## config.mk

```make
export PLATFORM = sky130hd
export DESIGN_NAME = multi_click_long_press_detector_core
export DESIGN_NICKNAME = d
export VERILOG_FILES = /design/src/hdl/mcld_pkg.sv /design/src/hdl/mcld_engine.sv /design/src/hdl/mcld_out.sv /design/src/hdl/multi_click_long_press_detector_core.sv
export SDC_FILE = /design/constraint.sdc
export NUM_CORES = 1
export LEC_CHECK = 0
export BUFFER_PORTS_ARGS = -buffer_cell sky130_fd_sc_hd__buf_2
export CORE_MARGIN = 2
export CORE_UTILIZATION = 58
export DETAILED_ROUTE_END_ITERATION = 16
export MAX_ROUTING_LAYER = met4
export PLACE_DENSITY = 0.78
export SYNTH_ARGS = -nofsm -noshare
export SYNTH_HDL_FRONTEND = slang
export SYNTH_SLANG_ARGS = --single-unit
```

## constraint.sdc

```tcl
create_clock -name clock -period 6.1 [get_ports clock]
set_input_delay 0 -clock clock [delete_from_list [all_inputs] [get_ports clock]]
set_output_delay 0 -clock clock [all_outputs]
set_load 0.01 [all_outputs]
```

## src/hdl/mcld_pkg.sv

```systemverilog
// Shared types and constants for the multi-click and long-press detector.
package mcld_pkg;

   localparam int BUTTONS = 2;

   typedef logic [2:0]         idx_type;
   typedef logic [2:0]         act_type;
   typedef logic [3:0]         count_type;
   typedef logic [7:0]         key_type;
   typedef logic [3:0]         keys_type;
   typedef logic [19:0]        reg_type;
   typedef logic [31:0]        stamp_type;
   typedef logic [BUTTONS-1:0] btn_mask_type;
   typedef logic [0:0]         csr_index_type;

   typedef enum logic [1:0] {
      MODE_NORMAL,
      MODE_PRESSED,
      MODE_LONG,
      MODE_RELEASED
   } mode_type;

   localparam csr_index_type REG_LONG_PRESS  = 1'd0;
   localparam csr_index_type REG_RELEASE_GAP = 1'd1;

   localparam reg_type   LONG_PRESS_RESET  = 20'd5000;
   localparam reg_type   RELEASE_GAP_RESET = 20'd250;
   localparam key_type   NO_KEY            = 8'hff;
   localparam count_type COUNT_MAX         = 4'd15;
   localparam count_type CLICK_MAX         = 4'd5;
   localparam act_type   ACT_NONE          = 3'd0;
   localparam act_type   ACT_LONG          = 3'd6;

   typedef struct packed {
      logic     func;
      keys_type keys_down;
      key_type  first_key;
   } req_type;

   // Everything one tick reports: a fired flag and action per button, plus busy.
   typedef struct packed {
      btn_mask_type               fired;
      act_type [BUTTONS-1:0]      action;
      logic                       busy;
   } bundle_type;

endpackage

```

## src/hdl/mcld_engine.sv

```systemverilog
// Per-button state, timeout checks and key-scan update for one tick.
module mcld_engine (
   input  logic                 clock,
   input  logic                 reset,
   input  logic                 proc,
   input  mcld_pkg::req_type    item,
   input  mcld_pkg::reg_type    long_ticks,
   input  mcld_pkg::reg_type    gap_ticks,
   output mcld_pkg::bundle_type bundle
);

   // tick_ff holds the tick count as it stands before this tick's increment
   mcld_pkg::stamp_type tick_ff, tick_in;
   mcld_pkg::mode_type  mode_ff   [mcld_pkg::BUTTONS];
   mcld_pkg::mode_type  mode_in   [mcld_pkg::BUTTONS];
   mcld_pkg::count_type count_ff  [mcld_pkg::BUTTONS];
   mcld_pkg::count_type count_in  [mcld_pkg::BUTTONS];
   mcld_pkg::stamp_type pstamp_ff [mcld_pkg::BUTTONS];
   mcld_pkg::stamp_type pstamp_in [mcld_pkg::BUTTONS];
   mcld_pkg::stamp_type rstamp_ff [mcld_pkg::BUTTONS];
   mcld_pkg::stamp_type rstamp_in [mcld_pkg::BUTTONS];
   mcld_pkg::key_type   held_ff, held_in;
   logic                key_held_ff, key_held_in;

   always_ff @(posedge clock) begin
      if (reset) begin
         tick_ff     <= mcld_pkg::stamp_type'(1);
         held_ff     <= mcld_pkg::NO_KEY;
         key_held_ff <= 1'b0;
         for (int b = 0; b < mcld_pkg::BUTTONS; b++) begin
            mode_ff[b]  <= mcld_pkg::MODE_NORMAL;
            count_ff[b] <= '0;
         end
      end else if (proc) begin
         tick_ff     <= tick_in;
         held_ff     <= held_in;
         key_held_ff <= key_held_in;
         for (int b = 0; b < mcld_pkg::BUTTONS; b++) begin
            mode_ff[b]  <= mode_in[b];
            count_ff[b] <= count_in[b];
         end
      end
   end

   // stamps are read only in pressed or released mode, which writes them first
   always_ff @(posedge clock) begin
      if (proc) begin
         for (int b = 0; b < mcld_pkg::BUTTONS; b++) begin
            pstamp_ff[b] <= pstamp_in[b];
            rstamp_ff[b] <= rstamp_in[b];
         end
      end
   end

   always_comb begin
      mcld_pkg::stamp_type press_age;
      mcld_pkg::stamp_type rel_age;
      mcld_pkg::key_type   code;
      logic                any_count;

      tick_in     = tick_ff + mcld_pkg::stamp_type'(1);
      held_in     = held_ff;
      key_held_in = key_held_ff;
      bundle      = '0;
      any_count   = 1'b0;

      for (int b = 0; b < mcld_pkg::BUTTONS; b++) begin
         mode_in[b]   = mode_ff[b];
         count_in[b]  = count_ff[b];
         pstamp_in[b] = pstamp_ff[b];
         rstamp_in[b] = rstamp_ff[b];
         press_age    = tick_ff - pstamp_ff[b];
         rel_age      = tick_ff - rstamp_ff[b];
         code         = mcld_pkg::key_type'(b + 1);

         // timeouts first
         if (mode_ff[b] == mcld_pkg::MODE_PRESSED &&
             press_age > {12'd0, long_ticks}) begin
            mode_in[b]        = mcld_pkg::MODE_LONG;
            count_in[b]       = '0;
            bundle.fired[b]   = 1'b1;
            bundle.action[b]  = mcld_pkg::ACT_LONG;
         end
         if (mode_ff[b] == mcld_pkg::MODE_RELEASED &&
             rel_age > {12'd0, gap_ticks}) begin
            mode_in[b]  = mcld_pkg::MODE_NORMAL;
            count_in[b] = '0;
            if (count_ff[b] != '0 && count_ff[b] <= mcld_pkg::CLICK_MAX) begin
               bundle.fired[b]  = 1'b1;
               bundle.action[b] = count_ff[b][2:0];
            end
         end

         // then the key-scan change
         if (item.func) begin
            if (item.keys_down != '0 && item.first_key == code) begin
               pstamp_in[b] = tick_ff;
               mode_in[b]   = mcld_pkg::MODE_PRESSED;
               if (count_in[b] != mcld_pkg::COUNT_MAX) begin
                  count_in[b] = count_in[b] + mcld_pkg::count_type'(1);
               end
            end else if (item.keys_down == '0 && held_ff == code) begin
               rstamp_in[b] = tick_ff;
               mode_in[b]   = mcld_pkg::MODE_RELEASED;
            end
         end

         if (count_in[b] != '0) begin
            any_count = 1'b1;
         end
      end

      if (item.func) begin
         if (item.keys_down != '0) begin
            key_held_in = 1'b1;
            if (item.keys_down == mcld_pkg::keys_type'(1)) begin
               held_in = item.first_key;
            end
         end else begin
            held_in     = mcld_pkg::NO_KEY;
            key_held_in = 1'b0;
         end
      end

      bundle.busy = key_held_in | any_count;
   end

endmodule

```

## src/hdl/mcld_out.sv

```systemverilog
// Two-entry tick queue and serializer that sends one result per cycle while rsp_ready is high.
module mcld_out (
   input  logic                 clock,
   input  logic                 reset,
   input  logic                 push,
   input  mcld_pkg::bundle_type bundle,
   output logic                 full,
   output logic                 rsp_valid,
   input  logic                 rsp_ready,
   output logic                 rsp_fired,
   output mcld_pkg::idx_type    rsp_button_index,
   output mcld_pkg::act_type    rsp_action,
   output logic                 rsp_busy_res,
   output logic                 rsp_last
);

   mcld_pkg::bundle_type   queue_ff [2];
   logic                   wr_ptr_ff, rd_ptr_ff;
   logic [1:0]             count_ff;
   mcld_pkg::btn_mask_type done_ff, done_in;
   mcld_pkg::bundle_type   head;
   mcld_pkg::btn_mask_type remaining;
   mcld_pkg::idx_type      cur_idx;
   mcld_pkg::act_type      cur_act;
   logic                   xfer, pop;

   assign head      = queue_ff[rd_ptr_ff];
   assign remaining = head.fired & ~done_ff;
   assign full      = (count_ff == 2'd2);
   assign rsp_valid = (count_ff != 2'd0);
   assign xfer      = rsp_valid & rsp_ready;
   assign pop       = xfer & rsp_last;

   // lowest button still owed a result
   always_comb begin
      cur_idx = '0;
      cur_act = mcld_pkg::ACT_NONE;
      for (int i = mcld_pkg::BUTTONS - 1; i >= 0; i--) begin
         if (remaining[i]) begin
            cur_idx = mcld_pkg::idx_type'(i);
            cur_act = head.action[i];
         end
      end
   end

   assign rsp_fired        = |remaining;
   assign rsp_button_index = cur_idx;
   assign rsp_action       = cur_act;
   assign rsp_busy_res     = head.busy;
   assign rsp_last = ((remaining & (remaining - mcld_pkg::btn_mask_type'(1))) == '0);

   always_comb begin
      done_in = done_ff;
      if (pop) begin
         done_in = '0;
      end else if (xfer) begin
         done_in = done_ff | (mcld_pkg::btn_mask_type'(1) << cur_idx);
      end
   end

   always_ff @(posedge clock) begin
      if (reset) begin
         wr_ptr_ff <= 1'b0;
         rd_ptr_ff <= 1'b0;
         count_ff  <= 2'd0;
         done_ff   <= '0;
      end else begin
         done_ff <= done_in;
         if (push) begin
            wr_ptr_ff <= ~wr_ptr_ff;
         end
         if (pop) begin
            rd_ptr_ff <= ~rd_ptr_ff;
         end
         if (push && !pop) begin
            count_ff <= count_ff + 2'd1;
         end else if (pop && !push) begin
            count_ff <= count_ff - 2'd1;
         end
      end
   end

   always_ff @(posedge clock) begin
      if (push) begin
         queue_ff[wr_ptr_ff] <= bundle;
      end
   end

endmodule

```

## src/hdl/multi_click_long_press_detector_core.sv

```systemverilog
// Multi-click and long-press detector: tick in, button action results out.
//
// Each req_ transaction is one time tick, optionally carrying a key-scan
// change (req_func, req_keys_down, req_first_key). Each tick yields one or
// more rsp_ transactions: one per fired button action in button order, or a
// single quiet result with rsp_fired low; rsp_last marks the tick's final one.
// rsp_busy_res reports a held key or any pending click count after the tick.
// The csr_ channel writes long_press_ticks (index 0) and release_gap_ticks
// (index 1); csr_ready is always high, and writes are meant for idle periods.
// The tick is registered at acceptance, then evaluated and pushed into a
// two-entry tick queue once the queue has room; rsp_valid is high while
// the queue holds a tick, and the results of its head tick are sent.
// Throughput: one tick per cycle while each tick yields one result and
// rsp_ready is high; the serializer sends a tick's results one per cycle.
// When rsp_ready is low the queue absorbs two ticks plus the input register,
// then req_ready drops; rsp payload holds steady until taken.
// Reset sets the tick counter to 1, all buttons to normal with zero counts,
// clears the held key and the queue, and sets the registers to 5000 and 250.
module multi_click_long_press_detector_core (
   input  logic                           clock,
   input  logic                           reset,
   input  logic                           req_valid,
   output logic                           req_ready,
   input  logic                           req_func,
   input  mcld_pkg::keys_type             req_keys_down,
   input  mcld_pkg::key_type              req_first_key,
   output logic                           rsp_valid,
   input  logic                           rsp_ready,
   output logic                           rsp_fired,
   output mcld_pkg::idx_type              rsp_button_index,
   output mcld_pkg::act_type              rsp_action,
   output logic                           rsp_busy_res,
   output logic                           rsp_last,
   input  logic                           csr_valid,
   output logic                           csr_ready,
   input  mcld_pkg::csr_index_type        csr_index,
   input  mcld_pkg::reg_type              csr_wdata
);

   logic                 in_valid_ff;
   mcld_pkg::req_type    in_item_ff;
   mcld_pkg::reg_type    long_ticks_ff;
   mcld_pkg::reg_type    gap_ticks_ff;
   mcld_pkg::bundle_type bundle;
   logic                 full;
   logic                 proc;

   assign proc      = in_valid_ff & ~full;
   assign req_ready = ~in_valid_ff | proc;
   assign csr_ready = 1'b1;

   always_ff @(posedge clock) begin
      if (reset) begin
         in_valid_ff <= 1'b0;
      end else if (req_ready) begin
         in_valid_ff <= req_valid;
      end
   end

   always_ff @(posedge clock) begin
      if (req_valid && req_ready) begin
         in_item_ff <= '{func: req_func, keys_down: req_keys_down,
                         first_key: req_first_key};
      end
   end

   always_ff @(posedge clock) begin
      if (reset) begin
         long_ticks_ff <= mcld_pkg::LONG_PRESS_RESET;
         gap_ticks_ff  <= mcld_pkg::RELEASE_GAP_RESET;
      end else if (csr_valid && csr_ready) begin
         unique case (csr_index)
            mcld_pkg::REG_LONG_PRESS:  long_ticks_ff <= csr_wdata;
            mcld_pkg::REG_RELEASE_GAP: gap_ticks_ff  <= csr_wdata;
            default: ;
         endcase
      end
   end

   mcld_engine u_engine (
      .clock      (clock),
      .reset      (reset),
      .proc       (proc),
      .item       (in_item_ff),
      .long_ticks (long_ticks_ff),
      .gap_ticks  (gap_ticks_ff),
      .bundle     (bundle)
   );

   mcld_out u_out (
      .clock            (clock),
      .reset            (reset),
      .push             (proc),
      .bundle           (bundle),
      .full             (full),
      .rsp_valid        (rsp_valid),
      .rsp_ready        (rsp_ready),
      .rsp_fired        (rsp_fired),
      .rsp_button_index (rsp_button_index),
      .rsp_action       (rsp_action),
      .rsp_busy_res     (rsp_busy_res),
      .rsp_last         (rsp_last)
   );

endmodule

```

# Yosys cells after proc, flatten, opt, wreduce, memory -nomap -nowiden
# Memories as Yosys holds them, arrays and structs flattened. A register that Yosys moved wholly into a read port is not among the register bits.
# Index checks and enable logic that the tools add are counted.
# Widths: inputs -> output; s select.
# op_classes
n_addsub,10
order_cmp,6
n_eq_ne,13
shifts,1
muxes,66
bitwise_logic,18
reduce_logical,29
# op_table
operator,n
$mux 32,10
$gt 32x20->1,4
$sub 32x32->32,4
$mux 4,12
$add 32x1->32 const B,1
$mux 2,14
$mux 3,8
$mux 1,20
$reduce_bool 4->1,5
$eq 8x1->1 const B,2
$eq 8x2->1 const B,2
$mux 8,2
$logic_and 1x1->1,13
$add 4x1->4 const B,2
$le 4x3->1 const B,2
$ne 4x4->1 const B,2
$eq 2x2->1 const B,3
$or 1x1->1,6
$not 1->1,5
$and 2x2->2,2
$eq 2x1->1 const B,2
$eq 4x1->1 const B,1
$logic_not 4->1,1
$reduce_and 2->1,2
other kinds (12),18
# word_totals
reg_bits,101
ram_bits,158
inputBits,39
output_inout_bits,12
wordCells,161
mem_count,5
# mem_list
memory,depth,width,read_ports,rd_clocked_by_memory_dff,wr,line,source
u_engine.pstamp_ff,2,32,2,0,2,mcld_engine.sv:18,mcld_pkg::stamp_type pstamp_ff [mcld_pkg::BUTTONS];
u_engine.rstamp_ff,2,32,2,0,2,mcld_engine.sv:20,mcld_pkg::stamp_type rstamp_ff [mcld_pkg::BUTTONS];
u_out.queue_ff,2,9,1,1,1,mcld_out.sv:17,mcld_pkg::bundle_type queue_ff [2];
u_engine.count_ff,2,4,2,0,2,mcld_engine.sv:16,mcld_pkg::count_type count_ff [mcld_pkg::BUTTONS];
u_engine.mode_ff,2,2,2,0,2,mcld_engine.sv:14,mcld_pkg::mode_type mode_ff [mcld_pkg::BUTTONS];

# Depth between registers and ports, before layout
# Gate-level depths: netlist of run 1.
# An unclocked memory read counts as a cell.
# depth
depth_word,14
ltp_mapped,33
mapped_depth_nobuf,33

# By module
# Synthesis of run 1 repeated with hierarchy kept, for this count alone.
# unflattened
hier_cells,2104
area_unflattened_um2,19254.7
# modules_own_cells
module,n_inst,cells_each,area_per_inst_um2,seq_area_each_um2
mcld_engine,1,1844,16035.4,5024.8
multi_click_long_press_detector_core,1,180,2129.5,1211.2
mcld_out,1,80,1089.8,680.7

# Least setup slack after synthesis of run 1
# OpenSTA, ideal clock, no wires.
# synth_path
path_kind,register to register
startpoint,reg u_engine.tick_ff[0]
endpoint,mem u_out.queue_ff[0][0] (netlist name) (data pin)
setup_time_ps,278
arrival_ps,6059
required_time_ps,5822
path_slack_ps,-236
stages_incl_launch_ff,29
path_buffers,1
period_less_slack_ps,6336
path_cell_list,dfxtp_1 inv_1 ha_1 inv_1 fa_1 a21o_1 a221oi_2 or3_1 clkbuf_1 nand2_1 o22a_2 xor2_1 ha_1 nand2_1 o21ai_0 a2111o_1 o41ai_2 or4b_1 or4_1 nor4_1 a41o_2 o21ai_4 nor2_1 ha_1 nor2_1 a21oi_1 nor2_1 o21ai_0 or4_1
# synth_rtl
element,line,source
start: declaration,mcld_engine.sv:13,"mcld_pkg::stamp_type tick_ff, tick_in;"
start signal: assignment,mcld_engine.sv:27,tick_ff <= mcld_pkg::stamp_type'(1);
start signal: assignment,mcld_engine.sv:35,tick_ff <= tick_in;
end: declaration,mcld_out.sv:17,

==> key figures, run 1 <==
Global routing
  • Grt total ovfl: 0
  • Vias in the first global route: 17.6k
  • First-pass GRT wire length: 90400 um
  • GRT Util Overall: 0.344
  • Met2 GRT Util: 0.586
  • GR Util met1: 0.425
  • Layer with the highest usage: met2
  • Initial antenna violation count: 1
  • Met3 Use GR: 0.0395
  • Largest net degree at the start of global routing: 82

Placed design
  • HPWL after detailed placement: 42600 um
  • GPL Wtd Cong: 0.989
  • Number of port buffers: 47
  • Dpl ws: -689 ps
  • Inst Count DP: 2811
  • Placed cell area: 21400 um2

Setup path
  • R2r worst-path depth: 27
  • Worst setup SP type: flip-flop
  • Worst Setup End Kind: flip-flop
  • Worst-path maximum fanout: 3
  • Worst EP required: 6380 ps
  • Critical setup path kind: reg -> reg
  • Worst Path Arrival: 6630 ps

Floorplan
  • Initial Util: 0.589
  • Die area: 34400 um2
  • Die width: 185 um
  • I/O pins: 51
  • Core area: 32500 um2
  • Die H: 185 um
  • Number of placement rows: 66

STA
  • Setup violators final: 3
  • RSZ-0062 raised after global routing: true
  • Final slew viol count: 0
  • Post-route setup slack: -256 ps
  • Clock skew: 17.1 ps
  • Worst-margin pin slew: 1210 ps
  • Fin crit period: 6360 ps
  • Final hold viol count: 0
  • Period Utilization, post-route: 1.04
  • Worst slew margin: 0.190
  • Peak Freq: 157 MHz

Drt
  • Pre-antenna DRT Iters: 7
  • Via density: 6.08
  • DRC errors left: 0
  • Routed Wire Length: 57700 um
  • Vias: 17.8k
  • Routed wire per std cell: 19.7 um
  • Number of routed nets with antenna violations: 0
  • Iter 0 DRT Violations: 1380

CTS
  • CTS max path bufs: 3
  • Clk sinks: 260
  • CTS H-tree lvls: 1
  • CTS tree: yes
  • Worst-Skew Late Latency: 550 ps
  • CTS root buf: clkbuf_16
  • Total CTS buffers: 27
  • Worst-path clk slew: 60 ps

Yosys
  • Post-synthesis cell type count: 96
  • YS warnings: 0
  • Post-synth ARST share: 0
  • Post-synth EDFFs: 171
  • Main synth FF type: edfxtp_1
  • Syn Inst Count: 2147
  • Synthesized flop and latch total: 260
  • Synth Area per Inst: 8.90 um2
  • Sequential fraction of the synthesis area: 0.362
  • Cell Area, Synth: 19100 um2

Power
  • Power Density: 188 nW/um2
  • Worst IR drop on VDD: 0.000257 V
  • Leakage: 10.3 nW

Status
  • Failing checks: negative setup slack
  • Status: finished with violations

Layout
  • Post-route insts no fill: 2925
  • Design Area, Final: 23400 um2
  • Layout area overhead: 22.5%
  • Most frequent cells in the layout: buf_4 (255), nand2_1 (215), inv_1 (204), ha_1 (202), a21oi_1 (184)
  • Net total in the final layout: 2712
  • Layout cells sized above 1: 0.193
  • Commonest non-fill, non-tap cell in the layout: buf_4

Worst hold path
  • Hold crit path type: in -> reg
  • Hold-critical path depth: 4

Job
  • Maxcap violations: 0
registers in the layout (all words and copies together) (netlist names), 4 cells and up, named ones only:
signal              count
gap_ticks_ff           20
in_item_ff             13
long_ticks_ff          20
u_engine.count_ff       8
u_engine.held_ff        8
u_engine.mode_ff        4
u_engine.pstamp_ff     64
u_engine.rstamp_ff     64
u_engine.tick_ff       32
u_out.queue_ff         18
metal layers:
| layer | part of all wire | up-vias |
|---|---|---|
| met5 | 0 | - |
| met3 | 0.075 | 155 |
| li1 | - | 8465 |
| met2 | 0.48 | 757 |
| met1 | 0.41 | 8413 |
| met4 | 0.038 | 0 |
cell usage after synthesis (22+ instances only):
master / instances / area, um2
nand2_1: 218 / 818
ha_1: 208 / 2600
inv_1: 207 / 777
a21oi_1: 195 / 976
edfxtp_1: 171 / 5130
nor2_1: 155 / 582
o21ai_0: 95 / 475
dfxtp_1: 89 / 1780
xor2_1: 65 / 569
xnor2_1: 58 / 508
nand3_1: 54 / 270
nand4_1: 52 / 325
clkbuf_1: 50 / 188
a21o_1: 41 / 308
nor3_1: 31 / 155
o211ai_1: 28 / 210
and3_1: 23 / 144
o21a_1: 23 / 173
o21bai_1: 22 / 165
power breakdown:
group	switching (mW)	internal (mW)
sequential	0.0576	1.93
clock	0.723	1.06
combinational	0.349	0.273
worst max-delay path, cell delays in order, from the launching register on:
cell	delay (ps)
dfxtp_2	330
inv_4	70
ha_4	140
inv_2	40
fa_2	350
a21o_1	210
a221oi_4	350
buf_4	180
o21a_1	130
o21ai_2	60
xor2_1	140
ha_1	320
nand4_1	110
or4_4	550
mux2_4	300
o41ai_4	60
or4b_1	460
or4_4	510
nor4_4	190
a41o_2	330
o21ai_4	90
nor2_1	110
ha_2	290
nor2_1	90
a21oi_1	70
nor2_1	100
o21ai_1	60
or4_4	450
cell families after synthesis:
logic type / Yosys count / share of synthesized area
AND/OR/NAND/NOR: 685 / 0.177
flip-flops: 260 / 0.362
XOR/XNOR: 123 / 0.0564
AO/OA/AOI/OAI: 571 / 0.195
multiplexers: 25 / 0.0136
other: 2 / 0.000393
buffers and inverters: 269 / 0.0552
adder cells (fa/ha/maj): 212 / 0.140
what timing repair did:
action / in CTS / in global routing
resized for setup: 44 / 66
setup buffers: 11 / 13
hold endpoints to repair: 63 / 0
endpoints found under the setup margin: 10 / 10
pin swaps: 31 / 49
hold buffers: 40 / 0
metrics by stage:
stage	hold slack (ps)	power, mW	TNS (ps)	utilization
6_report	28.9	4.39	-510	0.721
5_1_grt	27.9	4.54	-1610	0.721
4_1_cts	4.83	4.37	-510	0.711
3_5_place_dp	178	2.56	-2810	0.661
3_3_place_gp	176	2.55	-1250	0.661
2_1_floorplan	98.9	2.35	0	-
area by class of cell:
class | count | area (um2)
multi-input combinational | 1619 | 11600
fill | 2442 | 9050
sequential | 260 | 6930
timing repair buffer | 346 | 2600
inverter | 207 | 779
clock buffer | 33 | 718
tap | 442 | 553
clock inverter | 17 | 233
antenna | 1 | 2.50
final timing paths:
path,startpoint,endpoint,slack [ps]
min,csr_valid,long_ticks_ff[17]$_SDFFE_PP0P_,30
max reg2reg,u_engine.tick_ff[0]$_SDFFE_PP1P_,u_out.queue_ff[0][0]$_DFFE_PP_,-260
min reg2reg,gap_ticks_ff[19]$_SDFFE_PP0P_,gap_ticks_ff[19]$_SDFFE_PP0P_,460
max,u_engine.tick_ff[0]$_SDFFE_PP1P_,u_out.queue_ff[0][0]$_DFFE_PP_,-260
Note: power is estimated with default switching activity, not from simulation.
==> inputs of run 2 (changes only) <==
--- a/config.mk
+++ b/config.mk
@@ -7,10 +7,9 @@
 export LEC_CHECK = 0
 export BUFFER_PORTS_ARGS = -buffer_cell sky130_fd_sc_hd__buf_2
 export CORE_MARGIN = 2
-export CORE_UTILIZATION = 58
+export CORE_UTILIZATION = 40
 export DETAILED_ROUTE_END_ITERATION = 16
 export MAX_ROUTING_LAYER = met4
-export PLACE_DENSITY = 0.78
 export SYNTH_ARGS = -nofsm -noshare
 export SYNTH_HDL_FRONTEND = slang
 export SYNTH_SLANG_ARGS = --single-unit
==> key figures, run 2 (synthesized netlist as in run 1, its figures left out) <==
Status
  • Status: finished with violations (unchanged)
  • Failing checks: negative setup slack (unchanged)

CTS
  • Clk sinks: 260 (unchanged)
  • Worst-path clk slew: 60 ps (about the same)
  • Total CTS buffers: 30 (was 27)
  • CTS H-tree lvls: 1 (unchanged)
  • Worst-Skew Late Latency: 590 ps (was 550 ps)
  • CTS max path bufs: 3 (unchanged)
  • CTS root buf: clkbuf_16 (unchanged)
  • CTS tree: yes (unchanged)

Global routing
  • Initial antenna violation count: 0 (was 1)
  • Largest net degree at the start of global routing: 76 (was 82)
  • First-pass GRT wire length: 89900 um (was 90400 um)
  • Grt total ovfl: 0 (unchanged)
  • Vias in the first global route: 16.9k (was 17.6k)
  • GRT Util Overall: 0.232 (was 0.344)

Setup path
  • CP bufs+invs: 3 (unchanged)
  • Top delay family on crit path: simple AND/OR/NAND/NOR gates (unchanged)
  • Worst Setup End Kind: flip-flop (unchanged)
  • Worst path max stage delay: 500 ps (was 550 ps)
  • Most common cell on crit path: or4_4
  • Crit. Startpoint: u_engine.rstamp_ff[0][0]$_DFFE_PP_ (was u_engine.tick_ff[0]$_SDFFE_PP1P_)
  • Worst EP required: 6420 ps (was 6380 ps)
  • Reg2reg setup slack: -280 ps (was -260 ps)
  • Worst Path Arrival: 6700 ps (was 6630 ps)
  • RR Endpoint: u_out.queue_ff[1][0]$_DFFE_PP_ (was u_out.queue_ff[0][0]$_DFFE_PP_)
  • R2r startpoint: u_engine.rstamp_ff[0][0]$_DFFE_PP_ (was u_engine.tick_ff[0]$_SDFFE_PP1P_)
  • Critical setup path kind: reg -> reg (unchanged)
  • Worst setup SP type: flip-flop (unchanged)
  • Worst-path maximum fanout: 5 (was 3)
  • Slowest cell on crit path: or4b_4 (was or4_4)
  • R2r worst-path depth: 27 (unchanged)

Drt
  • Vias: 17.3k (was 17.8k)
  • Iter 0 DRT Violations: 1380 (unchanged)
  • DRC errors left: 0 (unchanged)
  • Routed Wire Length: 57100 um (was 57700 um)
  • Via density: 5.57 (was 6.08)
  • Number of routed nets with antenna violations: 0 (unchanged)
  • Routed wire per std cell: 18.3 um (was 19.7 um)
  • Pre-antenna DRT Iters: 5 (was 7)

Placed design
  • GPL Wtd Cong: 0.959 (was 0.989)
  • Number of port buffers: 47 (unchanged)
  • Placed cell area: 21700 um2 (was 21400 um2)
  • HPWL after detailed placement: 44600 um (was 42600 um)

Floorplan
  • Core area: 47400 um2 (was 32500 um2)
  • Die area: 49500 um2 (was 34400 um2)
  • Die width: 223 um (was 185 um)
  • Initial Util: 0.403 (was 0.589)
  • I/O pins: 51 (unchanged)
  • Die H: 223 um (was 185 um)
  • Number of placement rows: 80 (was 66)

STA
  • Final hold viol count: 0 (unchanged)
  • Period Utilization, post-route: 1.05 (was 1.04)
  • Peak Freq: 157 MHz (about the same)
  • Setup violators final: 5 (was 3)
  • Fin crit period: 6380 ps (was 6360 ps)
  • Worst-margin pin slew: 1030 ps (was 1210 ps)
  • Final slew viol count: 0 (unchanged)
  • Post-route setup slack: -276 ps (was -256 ps)
  • Worst slew margin: 0.311 (was 0.190)
  • Clock skew: 44.3 ps (was 17.1 ps)
  • RSZ-0062 raised after global routing: true (unchanged)
  • Final TNS setup: -713 ps (was -510 ps)

Worst hold path
  • Hold crit path type: in -> reg (unchanged)
  • Hold-critical path depth: 4 (unchanged)
  • HP Start: csr_valid (unchanged)
  • Worst Hold End: long_ticks_ff[18]$_SDFFE_PP0P_ (was long_ticks_ff[17]$_SDFFE_PP0P_)

Layout
  • Layout cells sized above 1: 0.197 (was 0.193)
  • Net total in the final layout: 2725 (was 2712)
  • Commonest non-fill, non-tap cell in the layout: buf_4 (unchanged)
  • Largest regs: u_engine.pstamp_ff x64, u_engine.rstamp_ff x64, u_engine.tick_ff x32 (unchanged)
  • Final core occ: 0.501 (was 0.721)
  • # fillers: 4498 (was 2442)
  • Layout area overhead: 24.4% (was 22.5%)
  • Most frequent cells in the layout: buf_4 (264), nand2_1 (215), inv_1 (204), ha_1 (204), a21oi_1 (183) (was buf_4 (255), nand2_1 (215), inv_1 (204), ha_1 (202), a21oi_1 (184))
  • Design Area, Final: 23800 um2 (was 23400 um2)
  • Ant. Diodes: 0 (was 1)

Power
  • PnR Total Power: 4.43 mW (was 4.39 mW)
  • Sw Share: 0.260 (was 0.257)
  • P_int: 3.28 mW (was 3.26 mW)
  • Clock power frac: 0.416 (was 0.405)
  • Combinational fraction of design power: 0.134 (was 0.142)
  • Power Density: 186 nW/um2 (was 188 nW/um2)
  • Worst IR drop on VDD: 0.000211 V (was 0.000257 V)
  • Net Sw Power: 1.15 mW (was 1.13 mW)
  • Leakage: 10.4 nW (was 10.3 nW)
  • Seq pwr share: 0.449 (was 0.453)

Job
  • Maxcap violations: 0 (unchanged)
==> run 2: changes by cell type in the layout (fill, tap and decap cells not counted), moves of 3 or more <==
| cell | previous run | this run |
|---|---|---|
| dlygate4sd3_1 | 40 | 45 |
| o21ai_1 | 11 | 7 |
| o21ai_0 | 83 | 86 |
| clkinv_2 | 4 | 7 |
| buf_4 | 255 | 264 |
| clkbuf_16 | 27 | 31 |
==> run 2: how the worst max path moves through the flow <==
stage               slack (ps)  depth (start not counted)                        endpoint
floorplan                   20                         30  u_out.queue_ff[0][0]$_DFFE_PP_
global placement          -500                         28  u_out.queue_ff[0][0]$_DFFE_PP_
detailed placement        -610                         28  u_out.queue_ff[1][0]$_DFFE_PP_
CTS                       -280                         27  u_out.queue_ff[1][0]$_DFFE_PP_
global route              -500                         32  u_out.queue_ff[1][0]$_DFFE_PP_
finish                    -280                         27  u_out.queue_ff[1][0]$_DFFE_PP_
==> run 2: layout make-up <==
type,instances,area [um2],area share
repair buffers,356,2670,0.113
clock buffers,35,811,0.0341
well taps,615,769,0.0324
clock inverters,21,201,0.00848
inverters,207,777,0.0327
flip-flops and latches,260,6930,0.292
multi-input cells,1619,11600,0.488
==> run 2: power groups by stage <==
stage                     Combinational [mW]  Clock [mW]  Sequential, mW
after CTS                              0.569        1.88            1.99
after global routing                   0.657        1.95            2.00
after detailed placement               0.529           0            2.03
after global placement                 0.515           0            2.03
after floorplan                        0.348           0            2.01
final                                  0.594        1.84            1.99
==> run 2: worst min-delay path, delay by kind of cell <==
family	cells	cell delay, ps
and+or+nand+nor	2	430
buffers and inverters	1	120
AOI/OAI and AO/OA	1	50
==> run 2: routing by layer <==
layer,up-vias,GRT usage,routed length [um]
met5,-,-,0
met2,468,0.383,26700
met1,8287,0.305,26400
met3,89,0.0251,2710
met4,0,0.0550,1370
li1,8486,-,-
==> run 2: timing repair <==
action | 4_1_cts | 5_1_grt
pin swaps | 31 | 47
setup endpoints to repair | 7 | 10
resized for setup | 41 | 63
hold endpoints to repair | 71 | 0
hold buffers | 45 | 0
buffers inserted | 8 | 14
==> run 2: stage by stage <==
| stage | cells | hold slack [ps] | worst slack [ps] |
|---|---|---|---|
| floorplan | 2148 | 98.9 | 18.3 |
| global placement | 2990 | 176 | -499 |
| detailed placement | 2990 | 178 | -615 |
| CTS | 3099 | 66.9 | -281 |
| global route | 3113 | 112 | -504 |
| finish | 3113 | 97.8 | -276 |
==> inputs of run 3 (changes only) <==
==> constraint.sdc (replaced) <==
create_clock -name clock -period 7.34 [get_ports clock]
set_input_delay 0 -clock clock [delete_from_list [all_inputs] [get_ports clock]]
set_output_delay 0 -clock clock [all_outputs]
set_load 0.01 [all_outputs]
==> key figures, run 3 (synthesized netlist as in run 1, its figures left out) <==
Drt
  • Routed Wire Length: 56000 um (was 57100 um)
  • Via density: 5.68 (was 5.57)
  • Vias: 16.5k (was 17.3k)
  • Met2 WL: 24900 um (was 26700 um)
  • DRC errors left: 0 (unchanged)
  • Iter 0 DRT Violations: 1481 (was 1380)
  • Pre-antenna DRT Iters: 5 (unchanged)
  • Number of routed nets with antenna violations: 0 (unchanged)
  • Top Layer Used: met4 (unchanged)
  • Routed wire per std cell: 19.3 um (was 18.3 um)
  • Metal-1 WL: 26200 um (was 26400 um)
  • WL met3: 2910 um (was 2710 um)

Worst hold path
  • Hold-critical path depth: 4 (unchanged)
  • HP Start: csr_valid (unchanged)
  • Hold crit path type: in -> reg (unchanged)

Setup path
  • Slowest cell on crit path: or4_1 (was or4b_4)
  • R2r worst-path depth: 29 (was 27)
  • Crit. Startpoint: u_engine.tick_ff[0]$_SDFFE_PP1P_ (was u_engine.rstamp_ff[0][0]$_DFFE_PP_)
  • Critical setup path kind: reg -> reg (unchanged)
  • Worst path max stage delay: 530 ps (was 500 ps)
  • R2r startpoint: u_engine.tick_ff[0]$_SDFFE_PP1P_ (was u_engine.rstamp_ff[0][0]$_DFFE_PP_)
  • Worst Path Arrival: 7200 ps (was 6700 ps)
  • Worst EP required: 7630 ps (was 6420 ps)
  • Worst-path maximum fanout: 8 (was 5)
  • Worst Setup End Kind: flip-flop (unchanged)
  • Worst setup SP type: flip-flop (unchanged)
  • Most common cell on crit path: nor2_1 (was or4_4)

CTS
  • CTS tree: yes (unchanged)
  • Worst-path clk slew: 60 ps (about the same)
  • Total CTS buffers: 30 (unchanged)
  • CTS root buf: clkbuf_16 (unchanged)
  • CTS max path bufs: 3 (unchanged)
  • Worst-Skew Late Latency: 570 ps (was 590 ps)
  • CTS H-tree lvls: 1 (unchanged)
  • Clk sinks: 260 (unchanged)

Global routing
  • Grt total ovfl: 0 (unchanged)
  • Initial antenna violation count: 0 (unchanged)
  • GRT Util Overall: 0.229 (was 0.232)
  • Largest net degree at the start of global routing: 74 (was 76)
  • First-pass GRT wire length: 88100 um (was 89900 um)
  • Vias in the first global route: 16.0k (was 16.9k)

Floorplan
  • Die area: 49500 um2 (unchanged)
  • Core area: 47400 um2 (unchanged)
  • Number of placement rows: 80 (unchanged)
  • I/O pins: 51 (unchanged)
  • Die width: 223 um (unchanged)
  • Initial Util: 0.403 (unchanged)
  • Die H: 223 um (unchanged)

Layout
  • Largest regs: u_engine.pstamp_ff x64, u_engine.rstamp_ff x64, u_engine.tick_ff x32 (unchanged)
  • Design Area, Final: 21700 um2 (was 23800 um2)
  • Most frequent cells in the layout: nand2_1 (218), ha_1 (208), inv_1 (207), a21oi_1 (195), edfxtp_1 (171) (was buf_4 (264), nand2_1 (215), inv_1 (204), ha_1 (204), a21oi_1 (183))
  • Layout area overhead: 13.8% (was 24.4%)
  • Ant. Diodes: 0 (unchanged)
  • Commonest non-fill, non-tap cell in the layout: nand2_1 (was buf_4)
  • Net total in the final layout: 2508 (was 2725)
  • Layout cells sized above 1: 0.0925 (was 0.197)
  • Post-route insts no fill: 2896 (was 3113)
  • Final core occ: 0.458 (was 0.501)

Job
  • Maxcap violations: 0 (unchanged)

Power
  • Sw Share: 0.261 (was 0.260)
  • Combinational fraction of design power: 0.121 (was 0.134)
  • Net Sw Power: 953 uW (was 1.15 mW)
  • P_int: 2.70 mW (was 3.28 mW)
  • Worst IR drop on VDD: 0.000179 V (was 0.000211 V)
  • Seq pwr share: 0.453 (was 0.449)
  • Clock power frac: 0.427 (was 0.416)
  • Power Density: 168 nW/um2 (was 186 nW/um2)
  • Leakage: 9.28 nW (was 10.4 nW)

STA
  • Setup violators final: 0 (was 5)
  • Fin crit period: 6910 ps (was 6380 ps)
  • Worst slew margin: 0.243 (was 0.311)
  • Period Utilization, post-route: 0.941 (was 1.05)
  • Hold_ws: 103 ps (was 97.8 ps)
  • Final TNS setup: 0 ps (was -713 ps)
  • Peak Freq: 145 MHz (was 157 MHz)
  • Final slew viol count: 0 (unchanged)
  • Worst-margin pin slew: 1130 ps (was 1030 ps)
  • Clock skew: 11.0 ps (was 44.3 ps)
  • Final hold viol count: 0 (unchanged)
  • RSZ-0062 raised after global routing: false (was true)

Placed design
  • Inst Count DP: 2797 (was 2990)
  • GPL Wtd Cong: 1.01 (was 0.959)
  • Placed cell area: 20200 um2 (was 21700 um2)
  • HPWL after detailed placement: 44000 um (was 44600 um)
  • Number of port buffers: 47 (unchanged)

Status
  • Status: completed (was finished with violations)
run 3: routing by layer:
metal / global-route usage / vias up
li1: - / 8057
met1: 0.313 / 7839
met2: 0.351 / 466
met3: 0.0286 / 92
met4: 0.0779 / 0
met5: - / -
run 3: repair_timing:
action	4_1_cts	5_1_grt
endpoints found under the setup margin	0	2
buffers inserted	0	2
endpoints found under the hold margin	71	0
gates resized for setup	0	16
hold buffers	41	0
run 3: path summary, 6_finish.rpt:
check | end | slack (ps)
hold / removal | long_ticks_ff[1]$_SDFFE_PP0P_ | 100
setup reg to reg | u_out.queue_ff[0][0]$_DFFE_PP_ | 430
setup / recovery | u_out.queue_ff[0][0]$_DFFE_PP_ | 430
hold reg to reg | gap_ticks_ff[13]$_SDFFE_PP0P_ | 460
run 3: cell type report:
cell class,count,area (um2)
Tap cell,615,769
Clock buffer,36,815
Clock inverter,20,208
Fill cell,4615,25700
Timing Repair Buffer,139,1030
Multi-Input combinational cell,1619,11200
Inverter,207,777
Sequential cell,260,6920
run 3: worst max-delay path, delay by kind of cell, from the launching register on:
family / cells / cell delay [ps]
flip-flops: 1 / 310
buffers and inverters: 3 / 380
AND/OR/NAND/NOR: 10 / 2510
AO/OA/AOI/OAI: 11 / 2270
XOR/XNOR: 1 / 90
adder cells (fa/ha/maj): 4 / 1030
run 3: power groups by stage:
stage                     logic [mW]  registers (mW)  clock network, mW
after detailed placement       0.419            1.68                  0
after CTS                      0.438            1.65               1.59
final                          0.440            1.65               1.56
after global routing           0.489            1.66               1.65
after global placement         0.412            1.68                  0
after floorplan                0.288            1.67                  0
run 3: through the flow:
step | setup slack [ps] | total power, mW
after floorplan | 1000 | 1.95
after global placement | 395 | 2.09
after detailed placement | 232 | 2.10
after CTS | 179 | 3.68
after global routing | 25.6 | 3.79
final | 431 | 3.65
